### src/t2t_ndef_tlv_locator_core_assert.svh
// assertion macros for the t2t ndef tlv locator
`ifndef T2T_NDEF_TLV_LOCATOR_CORE_ASSERT_SVH
`define T2T_NDEF_TLV_LOCATOR_CORE_ASSERT_SVH

// same-cycle implication, sampled on clk, off during reset
`define T2T_NTL_ASSERT_IMP(lbl, ante, cons) \
  lbl: assert property (@(posedge clk) disable iff (!rst_n) (ante) |-> (cons)) \
    else $error("t2t_ntl: same-cycle check failed");

// next-cycle implication, sampled on clk, off during reset
`define T2T_NTL_ASSERT_NXT(lbl, ante, cons) \
  lbl: assert property (@(posedge clk) disable iff (!rst_n) (ante) |=> (cons)) \
    else $error("t2t_ntl: next-cycle check failed");

`endif

### src/t2t_ntl_pkg.sv
// shared constants and types for the t2t ndef tlv locator
package t2t_ntl_pkg;

  localparam int MemBytesDef = 2048;
  localparam int HdrBytes    = 16;
  localparam int OffW        = 11;
  localparam int LenW        = 16;

  localparam logic [7:0] TagNull = 8'h00;
  localparam logic [7:0] TagTerm = 8'hFE;
  localparam logic [7:0] TagNdef = 8'h03;
  localparam logic [7:0] LongLen = 8'hFF;

  typedef enum logic [1:0] {
    ST_OK    = 2'd0,
    ST_TRUNC = 2'd1,
    ST_MALF  = 2'd2,
    ST_BIG   = 2'd3
  } status_t;

  typedef struct packed {
    status_t             status;
    logic                ndef_found;
    logic [OffW-1:0]     ndef_offset;
    logic [LenW-1:0]     ndef_length;
  } result_t;

endpackage

### src/t2t_ntl_if.sv
// valid/ready channel interfaces for image bytes and results
interface t2t_ntl_in_if;
  logic       valid;
  logic       ready;
  logic [7:0] mem_byte;
  logic       image_end;

  modport source(output valid, output mem_byte, output image_end, input ready);
  modport sink(input valid, input mem_byte, input image_end, output ready);
endinterface

interface t2t_ntl_out_if;
  logic                            valid;
  logic                            ready;
  t2t_ntl_pkg::status_t            status;
  logic                            ndef_found;
  logic [t2t_ntl_pkg::OffW-1:0]    ndef_offset;
  logic [t2t_ntl_pkg::LenW-1:0]    ndef_length;

  modport source(output valid, output status, output ndef_found, output ndef_offset,
                 output ndef_length, input ready);
  modport sink(input valid, input status, input ndef_found, input ndef_offset,
               input ndef_length, output ready);
endinterface

### src/t2t_ntl_parser.sv
// per-byte tlv walker: state registers and the result decision
module t2t_ntl_parser #(
  parameter int MEM_BYTES = t2t_ntl_pkg::MemBytesDef
) (
  input  logic                          clk,
  input  logic                          rst_n,
  input  logic                          step,
  input  logic [7:0]                    mem_byte,
  input  logic                          image_end,
  input  logic [t2t_ntl_pkg::LenW-1:0]  max_len,
  output logic                          res_valid,
  output t2t_ntl_pkg::result_t          res
);

  localparam int PosW = $clog2(MEM_BYTES + 1);
  localparam int OffW = t2t_ntl_pkg::OffW;
  localparam int LenW = t2t_ntl_pkg::LenW;

  typedef enum logic [5:0] {
    PH_HDR = 6'b000001,
    PH_TAG = 6'b000010,
    PH_LEN = 6'b000100,
    PH_LHI = 6'b001000,
    PH_LLO = 6'b010000,
    PH_VAL = 6'b100000
  } phase_t;

  phase_t            phase_r, phase_nxt;
  logic [PosW-1:0]   pos_r, pos_nxt;
  logic [7:0]        tag_r, tag_nxt;
  logic [LenW-1:0]   rem_r, rem_nxt;
  logic [7:0]        lhi_r, lhi_nxt;
  logic [OffW-1:0]   vstart_r, vstart_nxt;
  logic [LenW-1:0]   total_r, total_nxt;
  logic              big_r, big_nxt;
  logic              given_r, given_nxt;

  logic              walk;
  logic              do_begin;
  logic              do_finish;
  logic [LenW-1:0]   blen;
  logic [LenW-1:0]   rem_dec;
  logic [PosW-1:0]   pos_inc;

  assign walk    = !given_r && (pos_r < PosW'(MEM_BYTES));
  assign pos_inc = pos_r + PosW'(1);
  assign rem_dec = (rem_r == '0) ? '0 : rem_r - LenW'(1);

  always_comb begin
    phase_nxt  = phase_r;
    pos_nxt    = pos_r;
    tag_nxt    = tag_r;
    rem_nxt    = rem_r;
    lhi_nxt    = lhi_r;
    vstart_nxt = vstart_r;
    total_nxt  = total_r;
    big_nxt    = big_r;
    given_nxt  = given_r;
    do_begin   = 1'b0;
    do_finish  = 1'b0;
    blen       = {8'h00, mem_byte};
    res_valid  = 1'b0;
    res        = '0;

    if (step && walk) begin
      pos_nxt = pos_inc;
      case (phase_r)
        PH_HDR: begin
          if (pos_r >= PosW'(t2t_ntl_pkg::HdrBytes - 1)) phase_nxt = PH_TAG;
        end
        PH_TAG: begin
          if (mem_byte == t2t_ntl_pkg::TagTerm) begin
            res_valid = 1'b1;
            res.status = t2t_ntl_pkg::ST_OK;
          end else if (mem_byte != t2t_ntl_pkg::TagNull) begin
            tag_nxt   = mem_byte;
            phase_nxt = PH_LEN;
          end
        end
        PH_LEN: begin
          if (mem_byte == t2t_ntl_pkg::LongLen) begin
            phase_nxt = PH_LHI;
          end else begin
            do_begin = 1'b1;
          end
        end
        PH_LHI: begin
          lhi_nxt   = mem_byte;
          phase_nxt = PH_LLO;
        end
        PH_LLO: begin
          blen = {lhi_r, mem_byte};
          if (blen < LenW'(t2t_ntl_pkg::LongLen)) begin
            res_valid  = 1'b1;
            res.status = t2t_ntl_pkg::ST_MALF;
          end else begin
            do_begin = 1'b1;
          end
        end
        PH_VAL: begin
          rem_nxt = rem_dec;
          if (rem_dec == '0) do_finish = 1'b1;
        end
        default: begin
        end
      endcase

      // length complete: latch value window and limit check
      if (do_begin) begin
        vstart_nxt = OffW'(pos_inc);
        total_nxt  = blen;
        rem_nxt    = blen;
        big_nxt    = (tag_r == t2t_ntl_pkg::TagNdef) && (max_len != '0) && (blen > max_len);
        if (blen == '0) begin
          do_finish = 1'b1;
        end else begin
          phase_nxt = PH_VAL;
        end
      end

      if (do_finish) begin
        if (tag_r == t2t_ntl_pkg::TagNdef) begin
          res_valid = 1'b1;
          if (big_nxt) begin
            res.status = t2t_ntl_pkg::ST_BIG;
          end else begin
            res.status      = t2t_ntl_pkg::ST_OK;
            res.ndef_found  = 1'b1;
            res.ndef_offset = (total_nxt != '0) ? vstart_nxt : '0;
            res.ndef_length = total_nxt;
          end
        end else begin
          phase_nxt = PH_TAG;
        end
      end

      if (res_valid) given_nxt = 1'b1;
    end

    // final byte closes the image
    if (step && image_end) begin
      if (!given_nxt) begin
        res_valid  = 1'b1;
        res        = '0;
        res.status = (phase_nxt == PH_TAG) ? t2t_ntl_pkg::ST_OK : t2t_ntl_pkg::ST_TRUNC;
      end
      phase_nxt  = PH_HDR;
      pos_nxt    = '0;
      tag_nxt    = '0;
      rem_nxt    = '0;
      lhi_nxt    = '0;
      vstart_nxt = '0;
      total_nxt  = '0;
      big_nxt    = 1'b0;
      given_nxt  = 1'b0;
    end
  end

  always_ff @(posedge clk) begin
    if (!rst_n) begin
      phase_r  <= PH_HDR;
      pos_r    <= '0;
      tag_r    <= '0;
      rem_r    <= '0;
      lhi_r    <= '0;
      vstart_r <= '0;
      total_r  <= '0;
      big_r    <= 1'b0;
      given_r  <= 1'b0;
    end else begin
      phase_r  <= phase_nxt;
      pos_r    <= pos_nxt;
      tag_r    <= tag_nxt;
      rem_r    <= rem_nxt;
      lhi_r    <= lhi_nxt;
      vstart_r <= vstart_nxt;
      total_r  <= total_nxt;
      big_r    <= big_nxt;
      given_r  <= given_nxt;
    end
  end

endmodule

### src/t2t_ntl_out_buf.sv
// two-entry result buffer driving the result channel
module t2t_ntl_out_buf (
  input  logic                   clk,
  input  logic                   rst_n,
  input  logic                   push,
  input  t2t_ntl_pkg::result_t   push_data,
  output logic                   room,
  t2t_ntl_out_if.source          out_ch
);

  t2t_ntl_pkg::result_t ent_r [2];
  logic       wr_ptr_r, wr_ptr_nxt;
  logic       rd_ptr_r, rd_ptr_nxt;
  logic [1:0] cnt_r, cnt_nxt;
  logic       pop;

  assign room = (cnt_r != 2'd2);
  assign pop  = out_ch.valid && out_ch.ready;

  assign out_ch.valid       = (cnt_r != 2'd0);
  assign out_ch.status      = ent_r[rd_ptr_r].status;
  assign out_ch.ndef_found  = ent_r[rd_ptr_r].ndef_found;
  assign out_ch.ndef_offset = ent_r[rd_ptr_r].ndef_offset;
  assign out_ch.ndef_length = ent_r[rd_ptr_r].ndef_length;

  always_comb begin
    wr_ptr_nxt = push ? ~wr_ptr_r : wr_ptr_r;
    rd_ptr_nxt = pop ? ~rd_ptr_r : rd_ptr_r;
    cnt_nxt    = cnt_r + {1'b0, push} - {1'b0, pop};
  end

  always_ff @(posedge clk) begin
    if (push) ent_r[wr_ptr_r] <= push_data;
  end

  always_ff @(posedge clk) begin
    if (!rst_n) begin
      wr_ptr_r <= 1'b0;
      rd_ptr_r <= 1'b0;
      cnt_r    <= 2'd0;
    end else begin
      wr_ptr_r <= wr_ptr_nxt;
      rd_ptr_r <= rd_ptr_nxt;
      cnt_r    <= cnt_nxt;
    end
  end

endmodule

### src/t2t_ndef_tlv_locator_core.sv
// the deciding byte waits in the input register and its result in the result buffer
// throughput: one image byte per cycle while the result buffer has room, else in_ch stalls
// the two-entry result buffer keeps bytes flowing while a result waits on out_ch
// reset: synchronous active-low rst_n clears the walker, the buffers and the size limit
// (limit reads as zero, no limit); no clearing pass, the block is ready right after reset
`include "t2t_ndef_tlv_locator_core_assert.svh"

module t2t_ndef_tlv_locator_core #(
  parameter int MEM_BYTES = t2t_ntl_pkg::MemBytesDef
) (
  input  logic                          clk,
  input  logic                          rst_n,
  t2t_ntl_in_if.sink                    in_ch,
  t2t_ntl_out_if.source                 out_ch,
  input  logic                          cfg_we,
  input  logic [t2t_ntl_pkg::LenW-1:0]  cfg_data
);

  // size limit register, zero means unlimited
  logic [t2t_ntl_pkg::LenW-1:0] max_len_r;

  // input register stage
  logic       s1_valid_r, s1_valid_nxt;
  logic [7:0] s1_byte_r;
  logic       s1_end_r;
  logic       in_xfer;
  logic       advance;

  // walker to buffer
  logic                 res_valid;
  t2t_ntl_pkg::result_t res;
  logic                 room;

  // result seen on out_ch, for the checks at the end
  logic out_not_ok;
  logic out_loc_zero;

  // the walker takes the held byte whenever the buffer has a free slot
  assign advance      = s1_valid_r && room;
  assign in_ch.ready  = !s1_valid_r || advance;
  assign in_xfer      = in_ch.valid && in_ch.ready;
  assign s1_valid_nxt = in_xfer ? 1'b1 : (advance ? 1'b0 : s1_valid_r);

  always_ff @(posedge clk) begin
    if (!rst_n) begin
      max_len_r  <= '0;
      s1_valid_r <= 1'b0;
    end else begin
      s1_valid_r <= s1_valid_nxt;
      if (cfg_we) max_len_r <= cfg_data;
    end
  end

  // payload register, no reset needed
  always_ff @(posedge clk) begin
    if (in_xfer) begin
      s1_byte_r <= in_ch.mem_byte;
      s1_end_r  <= in_ch.image_end;
    end
  end

  t2t_ntl_parser #(
    .MEM_BYTES(MEM_BYTES)
  ) u_parser (
    .clk      (clk),
    .rst_n    (rst_n),
    .step     (advance),
    .mem_byte (s1_byte_r),
    .image_end(s1_end_r),
    .max_len  (max_len_r),
    .res_valid(res_valid),
    .res      (res)
  );

  // at most one result per transfer, buffered toward out_ch
  t2t_ntl_out_buf u_out_buf (
    .clk      (clk),
    .rst_n    (rst_n),
    .push     (res_valid),
    .push_data(res),
    .room     (room),
    .out_ch   (out_ch)
  );

  assign out_not_ok   = out_ch.valid && (out_ch.status != t2t_ntl_pkg::ST_OK);
  assign out_loc_zero = !out_ch.ndef_found && (out_ch.ndef_offset == '0) &&
                        (out_ch.ndef_length == '0);

  // a result is only produced for a byte the walker actually took, into a free slot
  `T2T_NTL_ASSERT_IMP(a_push_has_room, res_valid, advance && room)
  // any status other than ok carries zero location fields
  `T2T_NTL_ASSERT_IMP(a_bad_status_zero, out_not_ok, out_loc_zero)
  // no ndef located means no length reported
  `T2T_NTL_ASSERT_IMP(a_absent_len_zero, out_ch.valid && !out_ch.ndef_found, out_ch.ndef_length == '0)

endmodule

### src/flat_wrapper.sv
// flat-port wrapper written by rule: the top's interface ports become plain ports
module t2t_ndef_tlv_locator_core_flat 
#(
  parameter int MEM_BYTES = t2t_ntl_pkg::MemBytesDef
)
  (clk, rst_n, cfg_we, cfg_data, in_ch_valid, in_ch_mem_byte, in_ch_image_end, in_ch_ready, out_ch_valid, out_ch_status, out_ch_ndef_found, out_ch_ndef_offset, out_ch_ndef_length, out_ch_ready);
  t2t_ntl_in_if in_ch_i ();
  t2t_ntl_out_if out_ch_i ();
  input  logic clk;
  input  logic rst_n;
  input  logic cfg_we;
  input  logic [t2t_ntl_pkg::LenW-1:0] cfg_data;
  input wire logic [$bits(in_ch_i.valid)-1:0] in_ch_valid;
  input wire logic [$bits(in_ch_i.mem_byte)-1:0] in_ch_mem_byte;
  input wire logic [$bits(in_ch_i.image_end)-1:0] in_ch_image_end;
  output wire logic [$bits(in_ch_i.ready)-1:0] in_ch_ready;
  output wire logic [$bits(out_ch_i.valid)-1:0] out_ch_valid;
  output wire logic [$bits(out_ch_i.status)-1:0] out_ch_status;
  output wire logic [$bits(out_ch_i.ndef_found)-1:0] out_ch_ndef_found;
  output wire logic [$bits(out_ch_i.ndef_offset)-1:0] out_ch_ndef_offset;
  output wire logic [$bits(out_ch_i.ndef_length)-1:0] out_ch_ndef_length;
  input wire logic [$bits(out_ch_i.ready)-1:0] out_ch_ready;
  assign in_ch_i.valid = in_ch_valid;
  assign in_ch_i.mem_byte = in_ch_mem_byte;
  assign in_ch_i.image_end = in_ch_image_end;
  assign in_ch_ready = in_ch_i.ready;
  assign out_ch_valid = out_ch_i.valid;
  assign out_ch_status = out_ch_i.status;
  assign out_ch_ndef_found = out_ch_i.ndef_found;
  assign out_ch_ndef_offset = out_ch_i.ndef_offset;
  assign out_ch_ndef_length = out_ch_i.ndef_length;
  assign out_ch_i.ready = out_ch_ready;
  t2t_ndef_tlv_locator_core #(.MEM_BYTES(MEM_BYTES)) u_core (.clk(clk), .rst_n(rst_n), .in_ch(in_ch_i), .out_ch(out_ch_i), .cfg_we(cfg_we), .cfg_data(cfg_data));
endmodule
### config.mk
export PLATFORM = sky130hd
export DESIGN_NAME = t2t_ndef_tlv_locator_core_flat
export DESIGN_NICKNAME = d
export VERILOG_FILES = /design/src/t2t_ntl_pkg.sv /design/src/t2t_ntl_if.sv /design/src/t2t_ntl_parser.sv /design/src/t2t_ntl_out_buf.sv /design/src/t2t_ndef_tlv_locator_core.sv /design/src/flat_wrapper.sv
export VERILOG_INCLUDE_DIRS = /design/src /design/src/src
export SDC_FILE = /design/constraint.sdc
export NUM_CORES = 1
export LEC_CHECK = 0
export BUFFER_PORTS_ARGS = -buffer_cell sky130_fd_sc_hd__buf_2
export CORE_AREA = 2 2 120 122
export CTS_CLUSTER_SIZE = 30
export DETAILED_ROUTE_END_ITERATION = 8
export DIE_AREA = 0 0 122 124
export PLACE_DENSITY = 0.8
export REMOVE_ABC_BUFFERS = 1
export SLEW_MARGIN = 10
export SYNTH_ARGS = -nofsm -noshare
export SYNTH_HDL_FRONTEND = slang
export SYNTH_SLANG_ARGS = --single-unit
### constraint.sdc
create_clock -name clk -period 5.2 [get_ports clk]
set_input_delay 0.26 -clock clk [delete_from_list [all_inputs] [get_ports clk]]
set_output_delay 0.26 -clock clk [all_outputs]
set_load 0.02 [all_outputs]
### Word level (Yosys, flattened, before mapping)

Memories as Yosys holds them, arrays and structs flattened. A register that Yosys moved wholly into a read port is not among the register bits.
Cells that the tools add are included.

* add/sub/neg operators: 4
* $lt $le $gt $ge: 4
* equality and inequality tests: 11
* mux-type cells: 57
* bitwise gates (word level): 4
* reductions and logical operators: 24

Operator list (number)
* $mux W30: 5
* $mux W16: 7
* $mux W6: 9
* $logic_not A16 Y1: 3
* $reduce_bool A16 Y1: 2
* $mux W28: 1
* $mux W1: 27
* $pmux W6 S4: 1
* $mux W11: 2
* $eq A8 B8 Y1 const B: 2
* $gt A16 B16 Y1: 1
* $lt A16 B8 Y1 const B: 1
* $sub A16 B1 Y16 const B: 1
* $add A12 B1 Y12 const B: 1
* $eq A6 B2 Y1 const B: 2
* $ge A12 B4 Y1 const B: 1
* $lt A12 B12 Y1 const B: 1
* $eq A8 B2 Y1 const B: 1
* $logic_and A1 B1 Y1: 8
* $reduce_bool A8 Y1: 1
* $eq A6 B1 Y1 const B: 1
* $eq A6 B3 Y1 const B: 1
* $eq A6 B4 Y1 const B: 1
* $eq A6 B5 Y1 const B: 1
* 13 further kinds: 23

* register bits: 109
* memory bits (writable): 60
* output and inout port bits: 32
* logic and storage cells: 121
* memories kept: 1

Memory list
* u_core.u_out_buf.ent_r: words 2, width 30, read ports 1, clocked after Yosys merged registers in 1, write ports 1, line t2t_ntl_out_buf.sv:11 `t2t_ntl_pkg::result_t ent_r [2];`

### Logic depth before layout (Yosys ltp)

Gate-level depths: netlist of run 1.

* depth after elaboration: 16
* depth in mapped cells: 17
* mapped depth without buffers: 13

### Cells and area by module

A second synthesis of run 1 with hierarchy kept.

* cells, all modules: 835
* area, all modules: 8267.9 µm²

Modules (own cells, without submodules)
* t2t_ntl_parser: times used 1, cells each 653, area each 4924.7 µm²
* t2t_ntl_out_buf: times used 1, cells each 116, area each 2407.3 µm²
* t2t_ndef_tlv_locator_core: times used 1, cells each 66, area each 935.9 µm²

### Worst setup path before layout of run 1

OpenSTA, ideal clock, no wires.

* kind: register -> register
* start point: register u_core.u_parser.rem_r[0]
* end point: memory u_core.u_out_buf.ent_r[1][0] (netlist bit) (enable)
* library setup time: 0.422 ns
* arrival: 4.020 ns
* slack: 0.758 ns
* stages on the path, launching flop included: 12
* path buffers: 1
* period minus slack after synthesis: 4.442 ns
* cells stage by stage: dfxtp_1 > inv_1 > ha_1 > buf_2 > or3b_2 > a2111oi_2 > nand4_1 > a2111oi_1 > a311oi_1 > o21ai_0 > a31oi_1 > nor2b_1

* cells in the longest elaborated chain, start to end: 16

Ends and longest elaborated chain
* from (decl): line t2t_ntl_parser.sv:31 `logic [LenW-1:0] rem_r, rem_nxt;`
* from (signal assigned): line t2t_ntl_parser.sv:174 `rem_r <= rem_nxt;`
* $sub A16 B1 Y16 or $logic_not A16 Y1 (tied branches): line t2t_ntl_parser.sv:47 `assign rem_dec = (rem_r == '0) ? '0 : rem_r - LenW'(1);`
* $mux W16 *: line t2t_ntl_parser.sv:47
* $logic_not A16 Y1 *: line t2t_ntl_parser.sv:102 `if (rem_dec == '0) do_finish = 1'b1;`
* $mux W1 *: line t2t_ntl_parser.sv:102
* $mux W1 *: line t2t_ntl_parser.sv:67 `case (phase_r)`
* $mux W1: line t2t_ntl_parser.sv:114 `if (blen == '0) begin`
* $mux W1 *: line t2t_ntl_parser.sv:109 `if (do_begin) begin`
* $mux W1 *: line t2t_ntl_parser.sv:65 `if (step && walk) begin`
* $mux W1 *: line t2t_ntl_parser.sv:121 `if (do_finish) begin`
* $mux W1 *: line t2t_ntl_parser.sv:65
* $mux W1: line t2t_ntl_parser.sv:137 `if (res_valid) given_nxt = 1'b1;`
* $mux W1: line t2t_ntl_parser.sv:65
* $mux W1: line t2t_ntl_parser.sv:142 `if (!given_nxt) begin`
* $mux W1 *: line t2t_ntl_parser.sv:141 `if (step && image_end) begin`
* $mux W1 *: line t2t_ntl_out_buf.sv:33 `if (push) ent_r[wr_ptr_r] <= push_data;`
* $mux W1 (not written as such) *: line t2t_ntl_out_buf.sv:33
* to (decl): line t2t_ntl_out_buf.sv:11

Every way passes the cells marked *; elsewhere a longest branch is shown, timed or not. The select of a mux whose other input is x is not followed.

==> results.yml, run 1 <==
run_status:
  status: "finished, final reports clean"
cts:
  worstSkewPairLatency_ps: 440
  cts.root.buffer_cell: "clkbuf_16"
  htreeDepth: 4
  cts_buffer_depth: 2
  cts.sinks: 170
  cts_resized: 0
  post_cts_buffers: 0
  clk_pin_slew_ps: 70
  cts_buffers: 17
  cts_tree: "done"
placement:
  dpl_cell_area_um2: 8520
  dp_cells: 1029
  port_buffers: 61
  place_congestion: 1.02
  post-dp-hpwl_mm: 12.7
global_route:
  antenna_found_initial: 0
  grt_max_degree: 80
  grt_pass1_wl_mm: 30.6
  grt_use_total: 0.264
  grt_pass1_vias: 6092
  grt_remaining_overflow: 0
setup_path:
  path_cells: "inv_1 > ha_1 > or3b_2 > a2111oi_2 > nand4_1 > a2111oi_1 > a311oi_1 > nand2b_4 > or4_4 > a211oi_1"
  critical_path_required_ps: 5420
  critPathLaunchType: "flip-flop"
  critPathMaxStageDelay_ps: 640
  crit_path_end_kind: "flip-flop"
  cp_max_fo: 11
  critPathBufInv: 1
  worstSetupPathType: "flip-flop to flip-flop"
  r2r_slack_ps: 1160
  cp_top_family: "simple AND/OR/NAND/NOR gates"
  slowest_stage: "or4_4"
  crit_arrival_ps: 4270
timing:
  fmax_mhz: 247
  max-slew-margin-rel: 0.189
  finalHoldViolations: 0
  hold_slack_ps: 73.6
  min_period_ps: 4040
  fin_crit_sh: 0.778
  final-max-slew-violation-count: 0
  tightest_slew_ps: 1220
  setup_tns_ps: 0
  setup_viol: 0
  clock-skew-final_ps: 8.31
  rsz0062_at_grt: "false"
pwr:
  peakVddDrop_v: 0.000263
  powerDensity_nw_per_um2: 355
  p_leak_nw: 3.28
detailed_routing:
  firstDrtPassIters: 7
  ant_nets: 0
  dr_total_vias: 6364
  wl_per_cell_um: 17.5
  drtIter0Drc: 566
  wl_mm: 18.7
  via_per_inst: 5.95
  drcViolationCount: 0
logic_synthesis:
  ys_warn_count: 0
  synth-xor-area-share: 0.0259
  synth.most_common_cell: "nor2_1"
  async_reset_ff_frac: 0
  synth_top_cell_by_area: "edfxtp_1"
  muxShareOfSynthArea: 0.0812
  synth-compound-area-share: 0.133
  synth_seq_cells: 170
  avgSynthCellArea_um2: 9.78
  ys_seq_area_frac: 0.505
  synth-main-ff-cell: "dfxtp_1"
  synth_simple_gate_area_frac: 0.189
  synth_edf_count: 69
  synth_top_family_by_area: "simple AND/OR/NAND/NOR gates"
  synthCells: 829
  synth_top_area_frac: 0.256
  syn_area_um2: 8110
  yosys.cell_types.count: 63
  synth_fa_ha_area_frac: 0.0293
  netlist_top_cells_count: "106 x nor2_1, 101 x dfxtp_1, 88 x nand2_1, 69 x edfxtp_1, 45 x a21oi_1"
  synthTopCellsByArea: "edfxtp_1 26%, dfxtp_1 25%, nor2_1 4.9%"
finish:
  diodes: 0
  layout.cells.non_filler: 1070
  fillers: 1080
  layout.nets: 926
  drive_gt1_frac: 0.174
  fin_area_um2: 9200
  area_growth_pct: 13.4
die:
  num_rows: 43
  start_util: 0.591
  ios: 62
  design.die.area_um2: 15100
  die_x_um: 122
  core-area_um2: 13700
  chipHeight_um: 124
worst_hold_path:
  hold_class: "input port to flip-flop"
flow_run:
  maxCapViolations: 0
==> what timing repair did <==
item                       4_1_cts  5_1_grt
setup endpoints to repair        0        0
hold endpoints to repair         9        0
hold buffers                     9        0
==> cells in the final DEF, fill, tap and decap left out, drive strengths merged, types with 9 or more instances in the layout <==
master	count
a211oi	26
a21oi	45
a22oi	18
and3	13
buf	68
clkbuf	17
dfxtp	101
dlygate4sd3	9
edfxtp	69
ha	19
inv	37
mux2	30
mux2i	32
nand2	88
nand3	14
nor2	106
nor2b	22
nor3	12
nor4	15
o21ai	30
xnor2	14
xor2	10
==> worst reg2reg max path, delay by kind of cell, from the launching register on <==
family / cells / cell delay, ps
and+or+nand+nor: 4 / 1540
adders and majority gates: 1 / 340
DFF: 1 / 350
AOI/OAI and AO/OA: 4 / 1510
buffers and inverters: 1 / 90
==> logic make-up after synthesis <==
logic type	after synthesis
fa+ha+maj	19
compound gates	158
simple gates	319
buf+inv	77
flops	170
mux	62
xor+xnor	24
==> per-stage QoR <==
stage          utilization  setup WS (ps)  total power, mW
6_report             0.670           1160             3.27
2_1_floorplan            -            686             1.85
3_5_place_dp         0.621           1300             2.02
3_3_place_gp         0.621           1420             2.01
5_1_grt              0.670            916             3.39
4_1_cts              0.670           1200             3.29
==> registers in the layout, indices dropped and copies added, names as in the netlist, named ones only <==
signal,cells
u_core.u_out_buf.ent_r,60
u_core.u_parser.rem_r,16
u_core.u_parser.pos_r,12
u_core.u_out_buf.wr_ptr_r,1
u_core.s1_valid_r,1
u_core.u_parser.vstart_r,11
u_core.u_parser.given_r,1
u_core.u_out_buf.cnt_r,2
u_core.u_parser.tag_r,8
u_core.u_parser.total_r,16
u_core.s1_end_r,1
u_core.u_parser.big_r,1
u_core.max_len_r,16
u_core.u_parser.lhi_r,8
u_core.u_out_buf.rd_ptr_r,1
u_core.u_parser.phase_r,6
u_core.s1_byte_r,8
==> worst paths after layout <==
check,from,end,cells past startpoint
setup / recovery,u_core.u_parser.rem_r[0],u_core.u_out_buf.ent_r[0][16],10
hold / removal,in_ch_valid,u_core.s1_valid_r,3
setup reg to reg,u_core.u_parser.rem_r[0],u_core.u_out_buf.ent_r[0][16],10
hold reg to reg,u_core.u_parser.vstart_r[1],u_core.u_parser.vstart_r[1],2
==> power breakdown <==
group,total (mW),internal (mW),switching [mW]
sequential,1.48,1.44,0.0438
clock,1.27,0.718,0.548
combinational,0.517,0.210,0.307
==> per-layer routing <==
layer | global-route usage | vias up | share of wire
li1 | - | 3070 | -
met2 | 0.399 | 270 | 0.44
met1 | 0.361 | 2973 | 0.45
met4 | 0.125 | 0 | 0.036
met5 | 0 | - | 0
met3 | 0.0614 | 51 | 0.075
==> area by class of cell <==
cell class	instances	area [µm²]	area share
Timing Repair Buffer	77	448	0.0487
Clock inverter	15	163	0.0177
Tap cell	180	225	0.0245
Multi-Input combinational cell	582	3730	0.406
Sequential cell	170	4090	0.445
Inverter	29	109	0.0118
Clock buffer	17	425	0.0463
Power figures use the tool's default switching activity.
==> run 2: changes to the inputs <==
Clock period 5.2 ns to 4.04 ns, I/O delays scaled along.
==> run 2 against run 1 <==
  * Register-to-register slack got worse by 960 ps
  * Global-route usage fell by 0.62 points
  * Sequential power rose by 28%
  * Final area rose by 1.6%
  * Critical endpoint unchanged
  * Non-clock buffer count rose by 13
==> results.yml, run 2 (synthesized netlist as in run 1, its figures left out) <==
run_status:
  status: "finished, final reports clean"
global_route:
  antenna_found_initial: 0
  grt_use_total: 0.258
  grt_pass1_vias: 5956
  grt_pass1_wl_mm: 30.1
  grt_remaining_overflow: 0
  grt_max_degree: 80
detailed_routing:
  wl_per_cell_um: 17.4
  via_per_inst: 5.87
  firstDrtPassIters: 5
  dr_total_vias: 6360
  wl_mm: 18.9
  drtIter0Drc: 463
  drcViolationCount: 0
  ant_nets: 0
finish:
  regMostFlops: "u_core.u_out_buf.ent_r"
  layout_common_cells: "104 x nor2_1, 101 x dfxtp_1, 87 x nand2_1, 69 x edfxtp_1, 61 x buf_2"
  regArea_um2: 4090
  area_growth_pct: 15.3
  largest_register_ffs: 60
  fillers: 1037
  mostFrequentLayoutCell: "nor2_1"
  drive_gt1_frac: 0.189
  multi_input_area_um2: 3760
  layout.nets: 939
  diodes: 0
timing:
  setup_viol: 0
  setup_ws_ps: 199
  fin_crit_sh: 0.951
  finalHoldViolations: 0
  rsz0062_at_grt: "false"
  clock-skew-final_ps: 10.6
  final-max-slew-violation-count: 0
  tightest_slew_ps: 872
  min_period_ps: 3840
  max-slew-margin-rel: 0.419
  fmax_mhz: 260
  setup_tns_ps: 0
placement:
  post-dp-hpwl_mm: 12.8
  place_congestion: 1.00
  pre_cts_slack_ps: 106
  port_buffers: 61
die:
  core-area_um2: 13700
  ios: 62
  start_util: 0.591
  num_rows: 43
  design.die.area_um2: 15100
  chipHeight_um: 124
  die_x_um: 122
cts:
  cts_buffers: 17
  cts.sinks: 170
  htreeDepth: 4
  cts_tree: "done"
  cts_buffer_depth: 2
  clk_pin_slew_ps: 70
  worstSkewPairLatency_ps: 430
  post_cts_buffers: 0
  cts.root.buffer_cell: "clkbuf_16"
setup_path:
  worstSetupPathType: "flip-flop to flip-flop"
  crit_path_end_kind: "flip-flop"
  cp_max_fo: 13
  rr_endpoint: "u_core.u_out_buf.ent_r[0][16]"
  crit_arrival_ps: 4070
  r2r_cells: 13
  r2r_slack_ps: 200
  critical_path_required_ps: 4270
  reg2reg_from: "u_core.u_parser.phase_r[1]"
  critPathLaunchType: "flip-flop"
worst_hold_path:
  min_from: "in_ch_valid"
  hold_path_end: "u_core.s1_valid_r"
  holdPathStages: 3
  hold_class: "input port to flip-flop"
pwr:
  powerDensity_nw_per_um2: 450
  peakVddDrop_v: 0.000298
  p_total_mw: 4.21
  p_leak_nw: 3.33
flow_run:
  maxCapViolations: 0
run 2: cell types whose count changed in the layout (fill, tap and decap cells not counted), moves of 2 or more:
| cell | delta |
|---|---|
| clkinvlp_4 | +5 |
| buf_12 | +2 |
| buf_4 | +11 |
| inv_6 | -2 |
| clkinv_2 | -2 |
run 2: layer usage:
metal / global-route usage / routed length, µm / share of wire
met1: 0.345 / 8630 / 0.46
met2: 0.405 / 8460 / 0.45
met3: 0.0595 / 1250 / 0.066
met4: 0.111 / 541 / 0.029
met5: 0 / 0 / 0
run 2: how the worst max path moves through the flow:
| stage | start | endpoint | slack [ps] | cells past startpoint |
|---|---|---|---|---|
| 3_3_place_gp | u_core.u_parser.phase_r[1] | u_core.u_out_buf.ent_r[0][16] | 240 | 13 |
| 3_5_place_dp | u_core.u_parser.phase_r[1] | u_core.u_out_buf.ent_r[1][16] | 110 | 13 |
| 4_1_cts | u_core.u_parser.phase_r[1] | u_core.u_out_buf.ent_r[0][16] | 90 | 13 |
| 6_report | u_core.u_parser.phase_r[1] | u_core.u_out_buf.ent_r[0][16] | 200 | 13 |
| 2_1_floorplan | u_core.u_parser.rem_r[0] | u_core.u_out_buf.ent_r[1][0] | -470 | 10 |
| 5_1_grt | u_core.u_parser.phase_r[1] | u_core.u_out_buf.ent_r[0][16] | 40 | 13 |
run 2: what timing repair did:
item | in CTS | in global routing
endpoints found under the setup margin | 0 | 92
hold buffers | 9 | 0
gates resized for setup | 0 | 4
endpoints found under the hold margin | 9 | 0
run 2: layout make-up:
cell class | instances | area share
repair buffers | 90 | 0.0610
well taps | 180 | 0.0241
clock buffers | 18 | 0.0459
clock inverters | 14 | 0.0173
flip-flops and latches | 170 | 0.438
inverters | 29 | 0.0116
multi-input cells | 582 | 0.402
run 2: report_power, final:
part / total (mW) / internal, mW / switching (mW)
logic: 0.676 / 0.281 / 0.395
clock network: 1.63 / 0.926 / 0.707
registers: 1.90 / 1.85 / 0.0476
total: 4.21 / 3.06 / 1.15
run 2: worst max-delay path, cell delays in order, from the launching register on:
cell and delay (ps):
dfxtp_1 370, nor3_1 210, and3_2 360, nand2_1 140, inv_1 100, ha_1 260
a21oi_1 130, nand2_1 70, a221o_1 350, a311oi_1 330, a2bb2oi_2 230, nand2_1 100
or4_4 620, a211oi_1 360
run 2: per-stage QoR:
step | cells | hold WS (ps) | utilization | cell area, µm²
4_1_cts | 1083 | 6.03 | 0.679 | 9320
6_report | 1083 | 19.7 | 0.681 | 9350
5_1_grt | 1083 | 32.4 | 0.681 | 9350
3_5_place_dp | 1042 | 380 | 0.630 | 8640
3_3_place_gp | 1042 | 379 | 0.630 | 8640
2_1_floorplan | 781 | 301 | - | 7910
